--- src/rtl/core/efe_pkg.sv ---
// Shared types, constants and beat formats for the eased fade envelope.
package efe_pkg;

    // Default build parameters
    localparam int unsigned TIME_BITS_DEF     = 32;
    localparam int unsigned FRACTION_BITS_DEF = 16;

    // Field widths fixed by the register map and beat formats
    localparam int unsigned PHASE_W     = 24;
    localparam int unsigned END_W       = PHASE_W + 2;
    localparam int unsigned DELTA_W     = 16;
    localparam int unsigned ALPHA_W     = 8;
    localparam int unsigned CFG_INDEX_W = 3;

    // Configuration register indexes
    typedef enum logic [CFG_INDEX_W-1:0] {
        CFG_START_DELAY = 3'd0,
        CFG_FADE_IN     = 3'd1,
        CFG_HOLD        = 3'd2,
        CFG_FADE_OUT    = 3'd3,
        CFG_PLAY_ONCE   = 3'd4
    } cfg_index_t;

    // Input beat
    typedef struct packed {
        logic               action;
        logic [DELTA_W-1:0] delta_ticks;
    } in_beat_t;

    // Result beat
    typedef struct packed {
        logic [ALPHA_W-1:0] alpha;
        logic               active;
    } out_beat_t;

    // Request to the serial ease unit
    typedef struct packed {
        logic               start;
        logic               fade_out;
        logic [PHASE_W-1:0] pos;
        logic [PHASE_W-1:0] len;
    } ease_cmd_t;

    // Answer from the serial ease unit
    typedef struct packed {
        logic               done;
        logic [ALPHA_W-1:0] alpha;
    } ease_rsp_t;

endpackage

--- src/rtl/core/efe_ease.sv ---
// Bit-serial divider, squarer and alpha scaler for the quadratic ease.
module efe_ease #(
    parameter int unsigned FRACTION_BITS = efe_pkg::FRACTION_BITS_DEF
) (
    input  logic              aclk,
    input  logic              aresetn,
    input  efe_pkg::ease_cmd_t cmd,
    output efe_pkg::ease_rsp_t rsp
);
    import efe_pkg::*;

    localparam int unsigned W     = FRACTION_BITS + 1;
    localparam int unsigned CNT_W = $clog2(W);
    localparam logic [W-1:0] FX_ONE = W'(1) << FRACTION_BITS;
    localparam logic [W:0]   FX_TWO = (W + 1)'(1) << (FRACTION_BITS + 1);

    typedef enum logic [2:0] {
        E_IDLE,
        E_DIV,
        E_PREP,
        E_MUL,
        E_SCALE
    } ease_state_t;

    ease_state_t              state_reg;
    logic [CNT_W-1:0]         cnt_reg;
    logic [PHASE_W-1:0]       rem_reg;
    logic [PHASE_W-1:0]       len_reg;
    logic [FRACTION_BITS-1:0] quo_reg;
    logic                     fade_out_reg;
    logic                     lower_reg;
    logic [W-1:0]             mul_reg;
    logic [2*W-1:0]           prod_reg;
    logic [ALPHA_W-1:0]       alpha_reg;
    logic                     done_reg;

    logic [PHASE_W:0] rem_dbl;
    logic             rem_fit;
    logic [PHASE_W:0] rem_sub;
    logic [W:0]       u_full;
    logic [W-1:0]     mul_operand;
    logic [W:0]       prod_sum;
    logic [W-1:0]     e_low;
    logic [W-1:0]     e_high;
    logic [W-1:0]     ease_val;
    logic [W-1:0]     fade_val;
    logic [W+7:0]     scaled;

    // One restoring division step: remainder stays below the phase length
    assign rem_dbl = {rem_reg, 1'b0};
    assign rem_fit = rem_dbl >= {1'b0, len_reg};
    assign rem_sub = rem_dbl - {1'b0, len_reg};

    // Upper half folds to u = 2 - 2t, which never exceeds one
    assign u_full      = FX_TWO - {1'b0, quo_reg, 1'b0};
    assign mul_operand = quo_reg[FRACTION_BITS-1] ? u_full[W-1:0] : W'(quo_reg);

    // One shift-add step of the squarer, multiplier bits leave at the bottom
    assign prod_sum = {1'b0, prod_reg[2*W-1:W]} + (prod_reg[0] ? {1'b0, mul_reg} : '0);

    // Ease value from the square, then scale by 255 as shift and subtract
    assign e_low    = W'(prod_reg >> (FRACTION_BITS - 1));
    assign e_high   = FX_ONE - W'(prod_reg >> (FRACTION_BITS + 1));
    assign ease_val = lower_reg ? e_low : e_high;
    assign fade_val = fade_out_reg ? (FX_ONE - ease_val) : ease_val;
    assign scaled   = {fade_val, 8'b0} - (W + 8)'(fade_val);

    // Sequence divide, square and scale
    always_ff @(posedge aclk) begin
        if (!aresetn) begin
            state_reg <= E_IDLE;
            done_reg  <= 1'b0;
        end else begin
            // Flag the answer for one cycle after the scale step
            done_reg <= (state_reg == E_SCALE);
            unique case (state_reg)
                E_IDLE: begin
                    if (cmd.start) begin
                        rem_reg      <= cmd.pos;
                        len_reg      <= cmd.len;
                        fade_out_reg <= cmd.fade_out;
                        cnt_reg      <= CNT_W'(FRACTION_BITS - 1);
                        state_reg    <= E_DIV;
                    end
                end
                E_DIV: begin
                    rem_reg <= rem_fit ? rem_sub[PHASE_W-1:0] : rem_dbl[PHASE_W-1:0];
                    quo_reg <= {quo_reg[FRACTION_BITS-2:0], rem_fit};
                    if (cnt_reg == '0) begin
                        state_reg <= E_PREP;
                    end else begin
                        cnt_reg <= cnt_reg - 1'b1;
                    end
                end
                E_PREP: begin
                    lower_reg <= !quo_reg[FRACTION_BITS-1];
                    mul_reg   <= mul_operand;
                    prod_reg  <= {{W{1'b0}}, mul_operand};
                    cnt_reg   <= CNT_W'(W - 1);
                    state_reg <= E_MUL;
                end
                E_MUL: begin
                    prod_reg <= {prod_sum, prod_reg[W-1:1]};
                    if (cnt_reg == '0) begin
                        state_reg <= E_SCALE;
                    end else begin
                        cnt_reg <= cnt_reg - 1'b1;
                    end
                end
                E_SCALE: begin
                    alpha_reg <= scaled[FRACTION_BITS +: ALPHA_W];
                    state_reg <= E_IDLE;
                end
                default: state_reg <= E_IDLE;
            endcase
        end
    end

    assign rsp.done  = done_reg;
    assign rsp.alpha = alpha_reg;

endmodule

--- src/rtl/core/eased_fade_envelope.sv ---
// Top level of the eased fade envelope: register file, phase sequencer, result register.
//
//  channel  | handshake            | payload
//  ---------+----------------------+------------------------------------------
//  s_       | s_valid / s_ready    | s_data: action, delta_ticks
//  m_       | m_valid / m_ready    | m_data: alpha, active
//  cfg_     | cfg_valid / cfg_ready| cfg_index, cfg_data (always ready)
//
// An enable beat or an advance while stopped passes accept, decode and load.
// An advance while running tests the phases in order, one at a time; a fade
// then waits on the serial ease unit (one quotient bit, then one
// multiplier bit per cycle), which divides, squares and scales.
// One beat is worked at a time; s_ready is high again as soon as the result
// sits in the output register, even while that result waits for m_ready.
// Reset is synchronous, active low, and clears registers, state and time.
module eased_fade_envelope #(
    parameter int unsigned TIME_BITS     = efe_pkg::TIME_BITS_DEF,
    parameter int unsigned FRACTION_BITS = efe_pkg::FRACTION_BITS_DEF
) (
    input  logic                                aclk,
    input  logic                                aresetn,
    input  logic                                s_valid,
    output logic                                s_ready,
    input  efe_pkg::in_beat_t                   s_data,
    output logic                                m_valid,
    input  logic                                m_ready,
    output efe_pkg::out_beat_t                  m_data,
    input  logic                                cfg_valid,
    output logic                                cfg_ready,
    input  logic [efe_pkg::CFG_INDEX_W-1:0]     cfg_index,
    input  logic [efe_pkg::PHASE_W-1:0]         cfg_data
);
    import efe_pkg::*;

    localparam int unsigned CMP_W = (TIME_BITS > END_W) ? TIME_BITS : END_W;

    typedef enum logic [2:0] {
        S_IDLE,
        S_ADD,
        S_PHASE,
        S_EASE,
        S_DONE
    } state_t;

    typedef enum logic [1:0] {
        PH_DELAY,
        PH_FADE_IN,
        PH_HOLD,
        PH_FADE_OUT
    } phase_t;

    state_t                  state_reg;
    phase_t                  phase_reg;
    logic [PHASE_W-1:0]      start_delay_reg;
    logic [PHASE_W-1:0]      fade_in_reg;
    logic [PHASE_W-1:0]      hold_reg;
    logic [PHASE_W-1:0]      fade_out_reg;
    logic                    play_once_reg;
    logic [TIME_BITS-1:0]    elapsed_reg;
    logic                    running_reg;
    logic [ALPHA_W-1:0]      last_alpha_reg;
    logic                    action_reg;
    logic [DELTA_W-1:0]      delta_reg;
    logic [END_W-1:0]        base_reg;
    logic                    m_valid_reg;
    out_beat_t               m_data_reg;
    ease_cmd_t               ease_cmd_reg;

    ease_rsp_t               ease_rsp;
    logic [TIME_BITS:0]      elapsed_sum;
    logic [TIME_BITS-1:0]    elapsed_next;
    logic [PHASE_W-1:0]      phase_len;
    logic [END_W-1:0]        phase_end;
    logic                    phase_hit;
    logic [CMP_W-1:0]        phase_pos;
    logic                    out_free;
    logic                    out_load;
    logic                    ease_go;

    // Saturating advance of elapsed time
    assign elapsed_sum  = {1'b0, elapsed_reg} + (TIME_BITS + 1)'(delta_reg);
    assign elapsed_next = elapsed_sum[TIME_BITS] ? '1 : elapsed_sum[TIME_BITS-1:0];

    // Length of the phase under test
    always_comb begin
        unique case (phase_reg)
            PH_DELAY:    phase_len = start_delay_reg;
            PH_FADE_IN:  phase_len = fade_in_reg;
            PH_HOLD:     phase_len = hold_reg;
            PH_FADE_OUT: phase_len = fade_out_reg;
            default:     phase_len = '0;
        endcase
    end

    // Half-open phase test and position inside the phase
    assign phase_end = base_reg + END_W'(phase_len);
    assign phase_hit = CMP_W'(elapsed_reg) < CMP_W'(phase_end);
    assign phase_pos = CMP_W'(elapsed_reg) - CMP_W'(base_reg);

    // Start the ease unit when a fade phase holds the elapsed time
    assign ease_go = (state_reg == S_PHASE) && phase_hit &&
                     ((phase_reg == PH_FADE_IN) || (phase_reg == PH_FADE_OUT));

    assign out_free  = !m_valid_reg || m_ready;
    assign out_load  = (state_reg == S_DONE) && out_free;
    assign s_ready   = (state_reg == S_IDLE);
    assign cfg_ready = 1'b1;
    assign m_valid   = m_valid_reg;
    assign m_data    = m_data_reg;

    efe_ease #(
        .FRACTION_BITS(FRACTION_BITS)
    ) u_ease (
        .aclk   (aclk),
        .aresetn(aresetn),
        .cmd    (ease_cmd_reg),
        .rsp    (ease_rsp)
    );

    // Sequencer, configuration registers and result register
    always_ff @(posedge aclk) begin
        if (!aresetn) begin
            state_reg          <= S_IDLE;
            phase_reg          <= PH_DELAY;
            start_delay_reg    <= '0;
            fade_in_reg        <= '0;
            hold_reg           <= '0;
            fade_out_reg       <= '0;
            play_once_reg      <= 1'b0;
            elapsed_reg        <= '0;
            running_reg        <= 1'b0;
            last_alpha_reg     <= '0;
            m_valid_reg        <= 1'b0;
            ease_cmd_reg.start <= 1'b0;
        end else begin
            ease_cmd_reg.start <= ease_go;

            // Load a new result, or drop the one taken
            if (out_load) begin
                m_valid_reg <= 1'b1;
            end else if (m_valid_reg && m_ready) begin
                m_valid_reg <= 1'b0;
            end

            // Register writes
            if (cfg_valid) begin
                unique case (cfg_index)
                    CFG_START_DELAY: start_delay_reg <= cfg_data;
                    CFG_FADE_IN:     fade_in_reg     <= cfg_data;
                    CFG_HOLD:        hold_reg        <= cfg_data;
                    CFG_FADE_OUT:    fade_out_reg    <= cfg_data;
                    CFG_PLAY_ONCE:   play_once_reg   <= cfg_data[0];
                    default: ;
                endcase
            end

            unique case (state_reg)
                S_IDLE: begin
                    if (s_valid) begin
                        action_reg <= s_data.action;
                        delta_reg  <= s_data.delta_ticks;
                        state_reg  <= S_ADD;
                    end
                end
                S_ADD: begin
                    if (action_reg) begin
                        running_reg <= 1'b1;
                        state_reg   <= S_DONE;
                    end else if (!running_reg) begin
                        state_reg <= S_DONE;
                    end else begin
                        elapsed_reg <= elapsed_next;
                        base_reg    <= '0;
                        phase_reg   <= PH_DELAY;
                        state_reg   <= S_PHASE;
                    end
                end
                S_PHASE: begin
                    if (phase_hit) begin
                        unique case (phase_reg)
                            PH_DELAY: begin
                                last_alpha_reg <= '0;
                                state_reg      <= S_DONE;
                            end
                            PH_HOLD: begin
                                last_alpha_reg <= '1;
                                state_reg      <= S_DONE;
                            end
                            PH_FADE_IN, PH_FADE_OUT: begin
                                ease_cmd_reg.fade_out <= (phase_reg == PH_FADE_OUT);
                                ease_cmd_reg.pos      <= phase_pos[PHASE_W-1:0];
                                ease_cmd_reg.len      <= phase_len;
                                state_reg             <= S_EASE;
                            end
                            default: state_reg <= S_DONE;
                        endcase
                    end else if (phase_reg == PH_FADE_OUT) begin
                        // Envelope finished: stop and rewind unless played once
                        last_alpha_reg <= '0;
                        running_reg    <= 1'b0;
                        if (!play_once_reg) begin
                            elapsed_reg <= '0;
                        end
                        state_reg <= S_DONE;
                    end else begin
                        base_reg  <= phase_end;
                        phase_reg <= phase_t'(phase_reg + 2'd1);
                    end
                end
                S_EASE: begin
                    if (ease_rsp.done) begin
                        last_alpha_reg <= ease_rsp.alpha;
                        state_reg      <= S_DONE;
                    end
                end
                S_DONE: begin
                    // Hold until the output register is free
                    if (out_free) begin
                        m_data_reg.alpha  <= last_alpha_reg;
                        m_data_reg.active <= running_reg;
                        state_reg         <= S_IDLE;
                    end
                end
                default: state_reg <= S_IDLE;
            endcase
        end
    end

`ifndef SYNTHESIS
    // The ease unit answers only while the sequencer waits for it
    assert property (@(posedge aclk) disable iff (!aresetn)
        ease_rsp.done |-> (state_reg == S_EASE))
        else $error("ease answer outside the ease wait");

    // A fade position always lies inside its phase
    assert property (@(posedge aclk) disable iff (!aresetn)
        ease_cmd_reg.start |-> (ease_cmd_reg.pos < ease_cmd_reg.len))
        else $error("fade position not below phase length");

    // Passing the end of the fade out stops the envelope
    assert property (@(posedge aclk) disable iff (!aresetn)
        (state_reg == S_PHASE && phase_reg == PH_FADE_OUT && !phase_hit)
        |=> (!running_reg && last_alpha_reg == '0))
        else $error("envelope still running after its end");
`endif

endmodule

--- config.mk ---
export PLATFORM = sky130hd
export DESIGN_NAME = eased_fade_envelope
export DESIGN_NICKNAME = d
export VERILOG_FILES = /design/src/rtl/core/efe_pkg.sv /design/src/rtl/core/efe_ease.sv /design/src/rtl/core/eased_fade_envelope.sv
export SDC_FILE = /design/constraint.sdc
export NUM_CORES = 1
export LEC_CHECK = 0
export ABC_AREA = 1
export BUFFER_PORTS_ARGS = -buffer_cell sky130_fd_sc_hd__buf_2
export CORE_MARGIN = 2
export CORE_UTILIZATION = 47
export CTS_CLUSTER_SIZE = 10
export DETAILED_ROUTE_END_ITERATION = 8
export SYNTH_ARGS = -nofsm -noshare
export SYNTH_HDL_FRONTEND = slang
export SYNTH_HIERARCHICAL = 1
export SYNTH_SLANG_ARGS = --single-unit
--- constraint.sdc ---
create_clock -name aclk -period 14.1 [get_ports aclk]
set_input_delay 4.23 -clock aclk [delete_from_list [all_inputs] [get_ports aclk]]
set_output_delay 4.23 -clock aclk [all_outputs]
set_load 0.05 [all_outputs]
* Yosys cells after proc, flatten, opt, wreduce, memory -nomap -nowiden *
Cells that the tools add are included.
W data, S select, Z words.

storage, ports and cells
  bits in registers = 380
  bits in latches = 0
  memory bits (writable) = 0
  bits in read-only memories = 0
  output and inout bits = 12
  word-level logic and storage cells = 172
  memories kept = 0

operators by class
  add/sub/neg operators = 11
  multipliers = 0
  div/mod/pow operators = 0
  order comparisons = 2
  equal/unequal tests = 31
  shift operators = 0
  multiplexer cells = 53
  bitwise operators = 0
  reduce and logical (&&, ||, !) cells = 44

operators by type and width
  operator                  number
  $mux W32                  6
  $mux W26                  4
  $pmux W24 S4              1
  $mux W17                  4
  $pmux W34 S2              1
  $pmux W32 S2              1
  $pmux W26 S2              1
  $mux W24                  2
  $pmux W24 S2              1
  $sub A24 B24 Y24          2
  $sub A17 B17 Y17 const A  2
  $add A32 B16 Y33          1
  $lt A32 B26 Y1            1
  $pmux W8 S2               2
  $mux W3                   10
  $add A26 B24 Y26          1
  $ge A25 B24 Y1            1
  $mux W8                   3
  $sub A24 B17 Y24          1
  $ne A2 B2 Y1 const B      10
  $reduce_and A4 Y1         5
  $add A17 B18 Y18          1
  $eq A3 B2 Y1 const B      6
  $reduce_and A2 Y1         9
  31 further kinds          65

* Depth between registers and ports, before layout *
Gate-level depths: netlist of run 1.

  word-level depth = 6
  mapped depth = 31
  gate-level depth less buffers = 29

* By module *
Netlist of run 1, hierarchy kept.

by module, submodules not included
  module               instances  cells an instance  area each (um^2)  sequential area each (um^2)
  eased_fade_envelope  1          1711               13748.2           5935.7
  efe_ease             1          1184               9252.6            3983.8

* Least setup slack after synthesis of run 1 *
Ideal clock, no wire load.

  path kind = input to register
  start point = in aresetn
  end point = reg u_ease.fade_out_reg (enable)
  library setup time = 0.470 ns
  arrival = 6.775 ns
  path slack = 6.855 ns
  stages = 2
  cell sequence = inv_1 > nor4_1

between the ends
  word-level cells in the longest chain between the ends = 1

ends and longest elaborated chain
  what                                RTL line                   source
  start, declared                     eased_fade_envelope.sv:21  input logic aresetn,
  $reduce_and A3 Y1 (no source line)  -
  end signal, assigned                efe_ease.sv:81             fade_out_reg <= cmd.fade_out;
  end, declared                       efe_ease.sv:30             logic fade_out_reg;

Every way passes these cells.
A chain may end at the register's enable or synchronous reset.

* Worst setup path after layout of run 1 *
  start point = in aresetn
  end point = reg u_ease.alpha_reg[7] (enable)

between the ends
  word-level cells in the longest chain between the ends = 1

ends and longest elaborated chain
  what                                RTL line         source
  $reduce_and A2 Y1 (no source line)  -
  end signal, assigned                efe_ease.sv:111  alpha_reg <= scaled[FRACTION_BITS +: ALPHA_W];
  end, declared                       efe_ease.sv:34   logic [ALPHA_W-1:0] alpha_reg;

Every way passes these cells.

==> reports/metrics.csv, run 1 <==
metric,value,unit
status,"finished, final reports clean",
WHS,427,ps
met3 WL,2550,um
part of the Yosys area used for sequential elements,0.431,
endpoints failing setup,0,
Post-Synthesis Mean Instance Area,7.95,um2
FMAX,159,MHz
WP data arrival,6450,ps
setup_tns,0,ps
Final Hold Fails,0,
Starting Density,0.473,
die width,225,um
Hold Path Depth,0,
full die area,50700,um2
Layout fillers,4669,
DR pass1 iterations,5,
clock latency on the worst-skew pair,610,ps
Detail Placement HPWL,44400,um
Placed Cells,3513,
row count,81,
Setup Skew,72.3,ps
final slew viol count,0,
clock slew at reported path FFs,50,ps
synthesized area,23000,um2
RSZ-0062 raised after global routing,false,
synthesis-stage register bit count,380,
FF-to-FF End,ease_cmd_reg[48],
drt total wl,60200,um
Die Y-Extent,225,um
initial antenna violation count,2,
Sw Pwr,936,uW
highest routed layer,met4,
Total GRT Usage,0.240,
Syn Inst Count,2895,
Seq pwr share,0.435,
clk sinks,380,
Internal,2.10,mW
WS Path Type,input port to register,
Switching Share,0.308,
RR Startpoint,phase_reg[1],
YS warnings,6,
register-to-register setup slack,8080,ps
met2 WL,28700,um
ANT cells,0,
post-cts repair resize count,0,
Post-CTS Setup Bufs,0,
fin util,0.519,
largest net degree at the start of global routing,72,
Post-DRT Antenna Nets,0,
slew of the pin with the lowest slew margin,1060,ps
power share of the clock group,0.361,
net count reported at finish,3137,
Non-Filler Instances,3585,
vias per inst,5.37,
GRT overflow,0,
GPL Wtd Cong,0.916,
most numerous cell in the Yosys netlist,nand2_1,
Logic pwr share,0.204,
Post-Syn Nets,3093,
total vias in the final route,19300,
Root Driver,clkbuf_16,
P&R area growth vs syn,9.80,%
number of global-route vias before repair,18500,
Worst setup SP type,input port,
area fraction of the dominant cell type after synthesis,0.302,
maximum level of the CTS H-tree,2,
Max clock buf depth,3,
leakage,10.8,nW
DRC,0,
P per Cell Area,120,nW/um2
CP Capture Type,register,
Critical Path RT,14260,ps
Reg2Reg Depth,25,
first-pass GRT wire length,97400,um
share of layout cells above drive strength 1,0.0881,
IO Count,61,
largest area contributor in the netlist,edfxtp_1,
post-synth cell types,57,
"top cells by count, synth","nand2_1, inv_1, nor2_1",
worst min-delay path category,register to register,
Worst Path Max Fanout,71,
fin crit share,0.446,
# hold bufs at CTS,0,
total clock buffers created by CTS,46,
CTS tree,done,
ys async rst share,0,
max-cap violations,0,
Worst Hold End,u_ease/fade_out_reg,
initial drt markers,1397,
M1 wire length,27000,um
Slew HR,0.288,
core footprint,48600,um2
drt wl/cell,16.8,um
maximum vdd drop,0.0848,mV
Port Buffers,59,
dominant synthesized flop cell,edfxtp_1,
max FFs per register,50,
fin crit period,6290,ps
Post-synth EDFFs,231,
worst hold start,ease_cmd_reg[48],
"top cells by area, synth","edfxtp_1, dfxtp_1, nand2_1, ha_1, a21oi_1",
## how the worst max path moves through the flow
stage	to	start	cells past startpoint	slack [ps]
after floorplan	u_ease/fade_out_reg	aresetn	2	6850
after global placement	u_ease/alpha_reg[0]	aresetn	5	7320
after detailed placement	u_ease/alpha_reg[4]	aresetn	5	7220
after CTS	u_ease/alpha_reg[7]	aresetn	5	7810
after global routing	ease_cmd_reg[48]	phase_reg[1]	25	7530
final	u_ease/alpha_reg[7]	aresetn	5	7810
## metal layers
layer  vias to the layer above  GRT usage
met2                       426      0.411
met1                      8946      0.314
met3                        99     0.0319
li1                       9787          -
met4                         0     0.0786
met5                         -          0
## worst max-delay path, stage by stage
cell and delay (ps):
buf_2 70, buf_4 470, buf_4 480, inv_1 240
nor3_1 900
## cell usage in the layout, fill, tap and decap left out, types with 4 or more instances in the layout
master and n:
o21ai_0 228, o31ai_1 4, a21o_1 5, a21oi_2 22, xnor2_1 37, nand4_1 31
inv_2 15, o211ai_1 9, buf_4 21, a31oi_1 8, ha_1 144, o21bai_1 12
inv_1 329, nand3b_1 6, a32oi_1 24, clkbuf_1 15, or2_2 4, nand2_2 30
o21ai_1 20, o21a_1 6, o21ai_2 11, nor2_1 310, xor2_1 58, nor3_2 5
nor3_1 35, nor2_2 7, clkbuf_16 46, a21oi_1 260, dfxtp_1 149, nor2_4 6
nand2_1 632, nand3_2 15, nor4_1 9, buf_2 59, edfxtp_1 231, fa_1 5
nand3_1 113
## final cells by class
class / instances / area (um2) / share of cell area
inverters: 347 / 1300 / 0.0516
flip-flops and latches: 380 / 9920 / 0.393
multi-input cells: 2084 / 11400 / 0.453
clock buffers: 64 / 1250 / 0.0494
clock inverters: 8 / 118 / 0.00466
repair buffers: 80 / 453 / 0.0179
well taps: 622 / 778 / 0.0308
## through the flow
stage | worst slack, ps | area [um2] | power [mW]
3_5_place_dp | 7220 | 23900 | 1.96
6_report | 7810 | 25300 | 3.04
2_1_floorplan | 6850 | 23000 | 1.80
4_1_cts | 7810 | 25300 | 3.07
5_1_grt | 7530 | 25300 | 3.20
3_3_place_gp | 7320 | 23900 | 1.95
## cell families (layout without fill, tap and decap cells)
kind of cell,after synthesis,after routing,synth area share
simple gates,1216,1216,0.225
xor+xnor,95,95,0.0362
fa+ha+maj,149,149,0.0827
flops,380,380,0.431
compound gates,622,622,0.151
other cells,1,1,0.000163
mux,1,1,0.000490
buf+inv,431,499,0.0735
## power by group through the flow
stage,Sequential [mW],Clock (mW),Combinational (mW)
5_1_grt,1.33,1.17,0.706
3_3_place_gp,1.34,0,0.608
4_1_cts,1.32,1.12,0.621
6_report,1.32,1.10,0.618
3_5_place_dp,1.34,0,0.616
2_1_floorplan,1.33,0,0.464
No activity file was read; power rests on OpenSTA's default activity.
==> inputs of run 2 (changes only) <==
--- a/config.mk
+++ b/config.mk
@@ -5,7 +5,7 @@
 export SDC_FILE = /design/constraint.sdc
 export NUM_CORES = 1
 export LEC_CHECK = 0
-export ABC_AREA = 1
+export ABC_AREA = 0
 export BUFFER_PORTS_ARGS = -buffer_cell sky130_fd_sc_hd__buf_2
 export CORE_MARGIN = 2
 export CORE_UTILIZATION = 47
==> constraint.sdc (replaced) <==
create_clock -name aclk -period 6.35 [get_ports aclk]
set_input_delay 1.905 -clock aclk [delete_from_list [all_inputs] [get_ports aclk]]
set_output_delay 1.905 -clock aclk [all_outputs]
set_load 0.05 [all_outputs]
==> run 2 against run 1 <==
Synthesized cell count decreased by 21%. Cell area is 4.4% lower. Utilization up 0.29 points. Final cell count is 17% lower. Non-clock buffer count grew 7. Clock-buffer cell count grew 5. Critical endpoint is now base_reg[12]. Highest routed layer unchanged.
==> reports/metrics.csv, run 2 <==
metric,value,unit,change
Reg2Reg Depth,24,,-4.0%
pre-CTS WS,189,ps,-7030 ps
worst hold start,ease_cmd_reg[13],,
Port Buffers,59,,unchanged
Worst Hold End,u_ease/len_reg[13],,
synthesis-stage register bit count,380,,unchanged
drt wl/cell,19.1,um,+13%
Non-Filler Instances,2971,,-17%
vias per inst,5.73,,+6.6%
CP Capture Type,register,,
Worst Path Max Fanout,26,,-63%
synthesized area,21900,um2,-4.7%
ys async rst share,0,,unchanged
max FFs per register,50,,unchanged
"top cells by count, synth","nand2_1, edfxtp_1, a21oi_1",,
crit path launch,phase_reg[0],,
setup_tns,0,ps,unchanged
DR pass1 iterations,5,,unchanged
fin worst setup slack,309,ps,-7500 ps
RR Startpoint,phase_reg[0],,
clock slew at reported path FFs,50,ps,about the same
ANT cells,0,,unchanged
Total GRT Usage,0.233,,-0.00699
leakage,9.63,nW,-11%
YS warnings,6,,unchanged
Worst setup SP type,register,,
final slew viol count,0,,unchanged
largest area contributor in the netlist,edfxtp_1,,
most numerous cell in the Yosys netlist,nand2_1,,
fin crit period,6040,ps,
most frequent cells in the layout,"nand2_1, edfxtp_1, a21oi_1",,
row count,79,,-2.5%
Post-DRT Antenna Nets,0,,unchanged
number of global-route vias before repair,16200,,-13%
Detail Placement HPWL,42100,um,-5.1%
total clock buffers created by CTS,44,,-4.3%
status,"finished, final reports clean",,
dominant synthesized flop cell,edfxtp_1,,
WHS,415,ps,-11.3 ps
maximum level of the CTS H-tree,2,,unchanged
Placed Cells,2897,,-18%
Syn Inst Count,2295,,-21%
P per Cell Area,211,nW/um2,+75%
largest net degree at the start of global routing,101,,+40%
fin crit share,0.951,,
GPL Wtd Cong,0.903,,-1.4%
clk sinks,380,,unchanged
CTS tree,done,,
Critical Path RT,6590,ps,-7670 ps
Post-Synthesis Mean Instance Area,9.55,um2,+20%
full die area,48400,um2,-4.7%
# hold bufs at CTS,0,,unchanged
slew of the pin with the lowest slew margin,1210,ps,+148 ps
FF-to-FF End,base_reg[12],,
Root Driver,clkbuf_16,,
Max clock buf depth,3,,unchanged
initial antenna violation count,0,,-2
endpoints failing setup,0,,unchanged
register-to-register setup slack,310,ps,-7770 ps
FMAX,166,MHz,
Final Hold Fails,0,,unchanged
GRT overflow,0,,unchanged
Setup Skew,30.3,ps,-41.9 ps
first-pass GRT wire length,88600,um,-9.0%
worst min-delay path category,register to register,,
core footprint,46300,um2,-4.9%
"top cells by area, synth","edfxtp_1, dfxtp_1, ha_1, nand2_1, a21oi_1",,
Slew HR,0.194,,-0.0933
net count reported at finish,2536,,-19%
share of layout cells above drive strength 1,0.0850,,-0.00306
P&R area growth vs syn,10.2,%,
Post-Syn Nets,2493,,-19%
initial drt markers,1289,,-7.7%
"commonest non-fill, non-tap cell in the layout",nand2_1,,
WP data arrival,6280,ps,-170 ps
Hold Path Depth,0,,unchanged
part of the Yosys area used for sequential elements,0.453,,+0.0215
die width,220,um,-2.4%
Layout fillers,4228,,-9.4%
total vias in the final route,17000,,-12%
clock latency on the worst-skew pair,570,ps,-40 ps
maximum vdd drop,0.209,mV,+150%
RSZ-0062 raised after global routing,true,,
max-cap violations,0,,unchanged
Post-synth EDFFs,231,,unchanged
DRC,0,,unchanged
drt total wl,56600,um,-6.0%
Starting Density,0.474,,+0.000788
area fraction of the dominant cell type after synthesis,0.317,,+0.0150
Die Y-Extent,220,um,-2.4%
post-synth cell types,90,,+58%
WS Path Type,register to register,,
IO Count,61,,unchanged
## run 2: changes by cell type after synthesis, moves of 37 or more
cell / delta
xnor2_1: +37
mux2i_1: +50
a21o_1: +50
nor2_1: -159
nand2_1: -288
o21ai_0: -115
inv_1: -202
a21oi_1: -57
nand3_1: -92
## run 2: what timing repair did
| item | in CTS | in global routing |
|---|---|---|
| endpoints found under the setup margin | 0 | 93 |
| hold endpoints to repair | 0 | 0 |
| resized for setup | 0 | 9 |
| setup buffers | 0 | 2 |
## run 2: cells by family (layout without fill, tap and decap cells)
group	count (synthesis)	in the layout	synth area share
AOI/OAI and AO/OA	585	585	0.174
xor gates and xnor gates	125	125	0.0503
adders and majority gates	150	150	0.0873
buffers and inverters	219	288	0.0388
DFF	380	380	0.453
muxes	76	76	0.0362
other	1	1	0.000171
and+or+nand+nor	759	759	0.160
## run 2: through the flow
stage	utilization	instance area, um2	total power [mW]
CTS	0.521	24100	5.14
global route	0.522	24100	5.26
global placement	0.494	22800	2.86
floorplan	-	21900	2.80
finish	0.522	24100	5.09
detailed placement	0.494	22800	2.87
## run 2: worst max-delay path by stage
stage | endpoint | slack, ps | cells past startpoint
global route | last_alpha_reg[3] | -30 | 25
CTS | ease_cmd_reg[43] | 160 | 20
finish | base_reg[12] | 310 | 24
detailed placement | ease_cmd_reg[44] | 190 | 20
floorplan | ease_cmd_reg[0] | 90 | 23
global placement | elapsed_reg[6] | 350 | 24
## run 2: per-layer routing
metal | global-route usage | routed length, um | share of wire
met5 | 0 | 0 | 0
met1 | 0.303 | 24700 | 0.44
met4 | 0.0787 | 1740 | 0.031
met2 | 0.402 | 27600 | 0.49
met3 | 0.0280 | 2600 | 0.046
## run 2: layout make-up
class	instances	area, um2	area share
Sequential cell	380	9920	0.411
Inverter	129	485	0.0201
Multi-Input combinational cell	1696	11200	0.464
Clock inverter	3	21.3	0.000881
Clock buffer	69	1230	0.0508
Tap cell	607	759	0.0314
Timing Repair Buffer	87	543	0.0225
## run 2: where the power goes
group / total (mW) / leakage (nW) / switching, mW / internal (mW)
Sequential: 2.64 / 3.38 / 0.0193 / 2.62
Combinational: 0.179 / 5.65 / 0.118 / 0.0612
Clock: 2.28 / 0.600 / 0.964 / 1.31
## run 2: critical path: stages, from the launching register on
cell and delay [ps]:
dfxtp_1 380, inv_1 110, ha_1 230, buf_4 160
buf_4 210, a222oi_1 280, mux2i_1 200, ha_1 360
o21a_1 220, o2111ai_1 180, a21oi_1 90, o31ai_2 230
a21oi_1 150, or3_1 380, a221o_1 380, xnor2_2 150
ha_1 300, nand4_1 150, nor3_2 370, nand2_1 80
o21ai_1 260, a211oi_4 110, a21oi_1 280, and2_1 210
buf_12 210
==> inputs of run 3 (changes only) <==
--- a/config.mk
+++ b/config.mk
@@ -11,6 +11,7 @@
 export CORE_UTILIZATION = 47
 export CTS_CLUSTER_SIZE = 10
 export DETAILED_ROUTE_END_ITERATION = 8
+export MAX_ROUTING_LAYER = met4
 export SYNTH_ARGS = -nofsm -noshare
 export SYNTH_HDL_FRONTEND = slang
 export SYNTH_HIERARCHICAL = 1
==> run 3 against run 2 <==
Clock skew grew 3.5 ps. Utilization grew 0.42 points. Non-clock buffer count grew 14. Hold slack gained 0.90 ps. Via count is essentially flat. Fmax shrank 0.82%. Clock-buffer cell count shrank 4. Critical path depth is the same.
==> reports/metrics.csv, run 3 (synthesized netlist as in run 2, its figures left out) <==
metric,value,unit,change
status,"finished, final reports clean",,
full die area,48400,um2,unchanged
DR pass1 iterations,6,,+1
final instance area,24300,um2,+0.81%
power share of the clock group,0.451,,+0.004
Tot Pwr,5.14,mW,+0.92%
max-cap violations,0,,unchanged
GPL Wtd Cong,0.904,,about the same
Starting Density,0.474,,unchanged
P&R area growth vs syn,11.1,%,
maximum vdd drop,0.194,mV,-6.9%
final slew viol count,0,,unchanged
clock slew at reported path FFs,50,ps,about the same
Internal,4.02,mW,+0.77%
endpoints failing setup,0,,unchanged
maximum level of the CTS H-tree,2,,unchanged
fin util,0.526,,+0.00422
fin crit share,0.959,,+0.00791
WHS,416,ps,+0.896 ps
Root Driver,clkbuf_16,,
core footprint,46300,um2,unchanged
CP Capture Type,register,,
Register Area,9920,um2,unchanged
DRC,0,,unchanged
total clock buffers created by CTS,44,,unchanged
Placed Cells,2898,,+0.035%
net count reported at finish,2550,,+0.55%
vias per inst,5.71,,-0.40%
Non-Filler Instances,2982,,+0.37%
largest net degree at the start of global routing,101,,unchanged
ANT cells,0,,unchanged
max FFs per register,50,,unchanged
FMAX,164,MHz,-0.82%
setup_tns,0,ps,unchanged
Max clock buf depth,3,,unchanged
initial drt markers,1220,,-5.4%
Setup Skew,33.8,ps,+3.48 ps
Worst setup SP type,register,,
# hold bufs at CTS,0,,unchanged
most frequent cells in the layout,"nand2_1, edfxtp_1, a21oi_1",,
P per Cell Area,211,nW/um2,+0.11%
Slew HR,0.191,,-0.00292
"commonest non-fill, non-tap cell in the layout",nand2_1,,
pre-CTS WS,115,ps,-74.5 ps
drt total wl,57000,um,+0.61%
Detail Placement HPWL,42100,um,about the same
Switching Share,0.217,,+0.00114
Port Buffers,59,,unchanged
GRT overflow,0,,unchanged
initial antenna violation count,0,,unchanged
WS Path Type,register to register,,
worst min-delay path category,register to register,,
Worst Path Max Fanout,8,,-69%
slew of the pin with the lowest slew margin,1210,ps,+1.44 ps
Logic pwr share,0.036,,about the same
Seq pwr share,0.513,,-0.005
drt wl/cell,19.1,um,+0.24%
total vias in the final route,17000,,-0.029%
Sw Pwr,1.12,mW,+1.5%
Post-DRT Antenna Nets,0,,unchanged
Critical Path RT,6790,ps,+200 ps
leakage,9.74,nW,+1.1%
fin worst setup slack,259,ps,-50.3 ps
Layout fillers,4176,,-1.2%
number of global-route vias before repair,16100,,-0.47%
WP data arrival,6530,ps,+250 ps
Final Hold Fails,0,,unchanged
IO Count,61,,unchanged
area occupied by multi-input gates,11200,um2,+0.18%
share of layout cells above drive strength 1,0.0922,,+0.00719
Die Y-Extent,220,um,unchanged
clock latency on the worst-skew pair,590,ps,+20 ps
Total GRT Usage,0.243,,+0.00929
fin crit period,6090,ps,+50.3 ps
row count,79,,unchanged
die width,220,um,unchanged
Placed Area,22900,um2,about the same
clk sinks,380,,unchanged
first-pass GRT wire length,89500,um,+1.1%
CTS tree,done,,
==> run 3: worst max-delay path, stage by stage, from the launching register on <==
cell and delay, ps:
dfxtp_1 380, inv_1 120, ha_1 290, a222oi_1 240, mux2i_1 180, ha_1 260
fa_1 420, a21o_1 220, a221oi_4 330, a21oi_1 130, o31ai_2 320, a21oi_2 130
or3_1 370, a221o_1 380, xnor2_2 150, ha_1 290, nor2b_1 130, o21ai_0 140
o211ai_1 130, o211a_1 190, a211o_2 370, o311a_1 360, a32oi_4 230, buf_12 160
a22oi_1 70
==> run 3: layout make-up <==
class / count / share of cell area
repair buffers: 101 / 0.0284
inverters: 129 / 0.0199
clock inverters: 4 / 0.00308
well taps: 607 / 0.0312
flip-flops and latches: 380 / 0.407
multi-input cells: 1696 / 0.461
clock buffers: 65 / 0.0493
==> run 3: layer usage <==
layer	track usage	wire length (um)
met5	-	0
met4	0.0787	1750
met3	0.0280	2780
met2	0.404	27600
met1	0.309	24800
==> run 3: final timing paths <==
kind | startpoint | to | slack [ps] | depth (start not counted)
worst max-delay path | phase_reg[0] | last_alpha_reg[4] | 260 | 24
worst min-delay path | ease_cmd_reg[16] | u_ease/len_reg[16] | 420 | 0
worst max register to register | phase_reg[0] | last_alpha_reg[4] | 260 | 24
worst min register to register | ease_cmd_reg[16] | u_ease/len_reg[16] | 420 | 0
==> run 3: power by group through the flow <==
stage | Clock, mW | Sequential (mW) | Combinational, mW
5_1_grt | 2.48 | 2.64 | 0.203
3_5_place_dp | 0 | 2.69 | 0.178
3_3_place_gp | 0 | 2.69 | 0.175
4_1_cts | 2.38 | 2.64 | 0.178
6_report | 2.32 | 2.64 | 0.185
2_1_floorplan | 0 | 2.68 | 0.114
==> run 3: repair_timing <==
item / in CTS / in global routing
setup buffers: 0 / 14
endpoints found under the setup margin: 0 / 117
resized for setup: 0 / 14
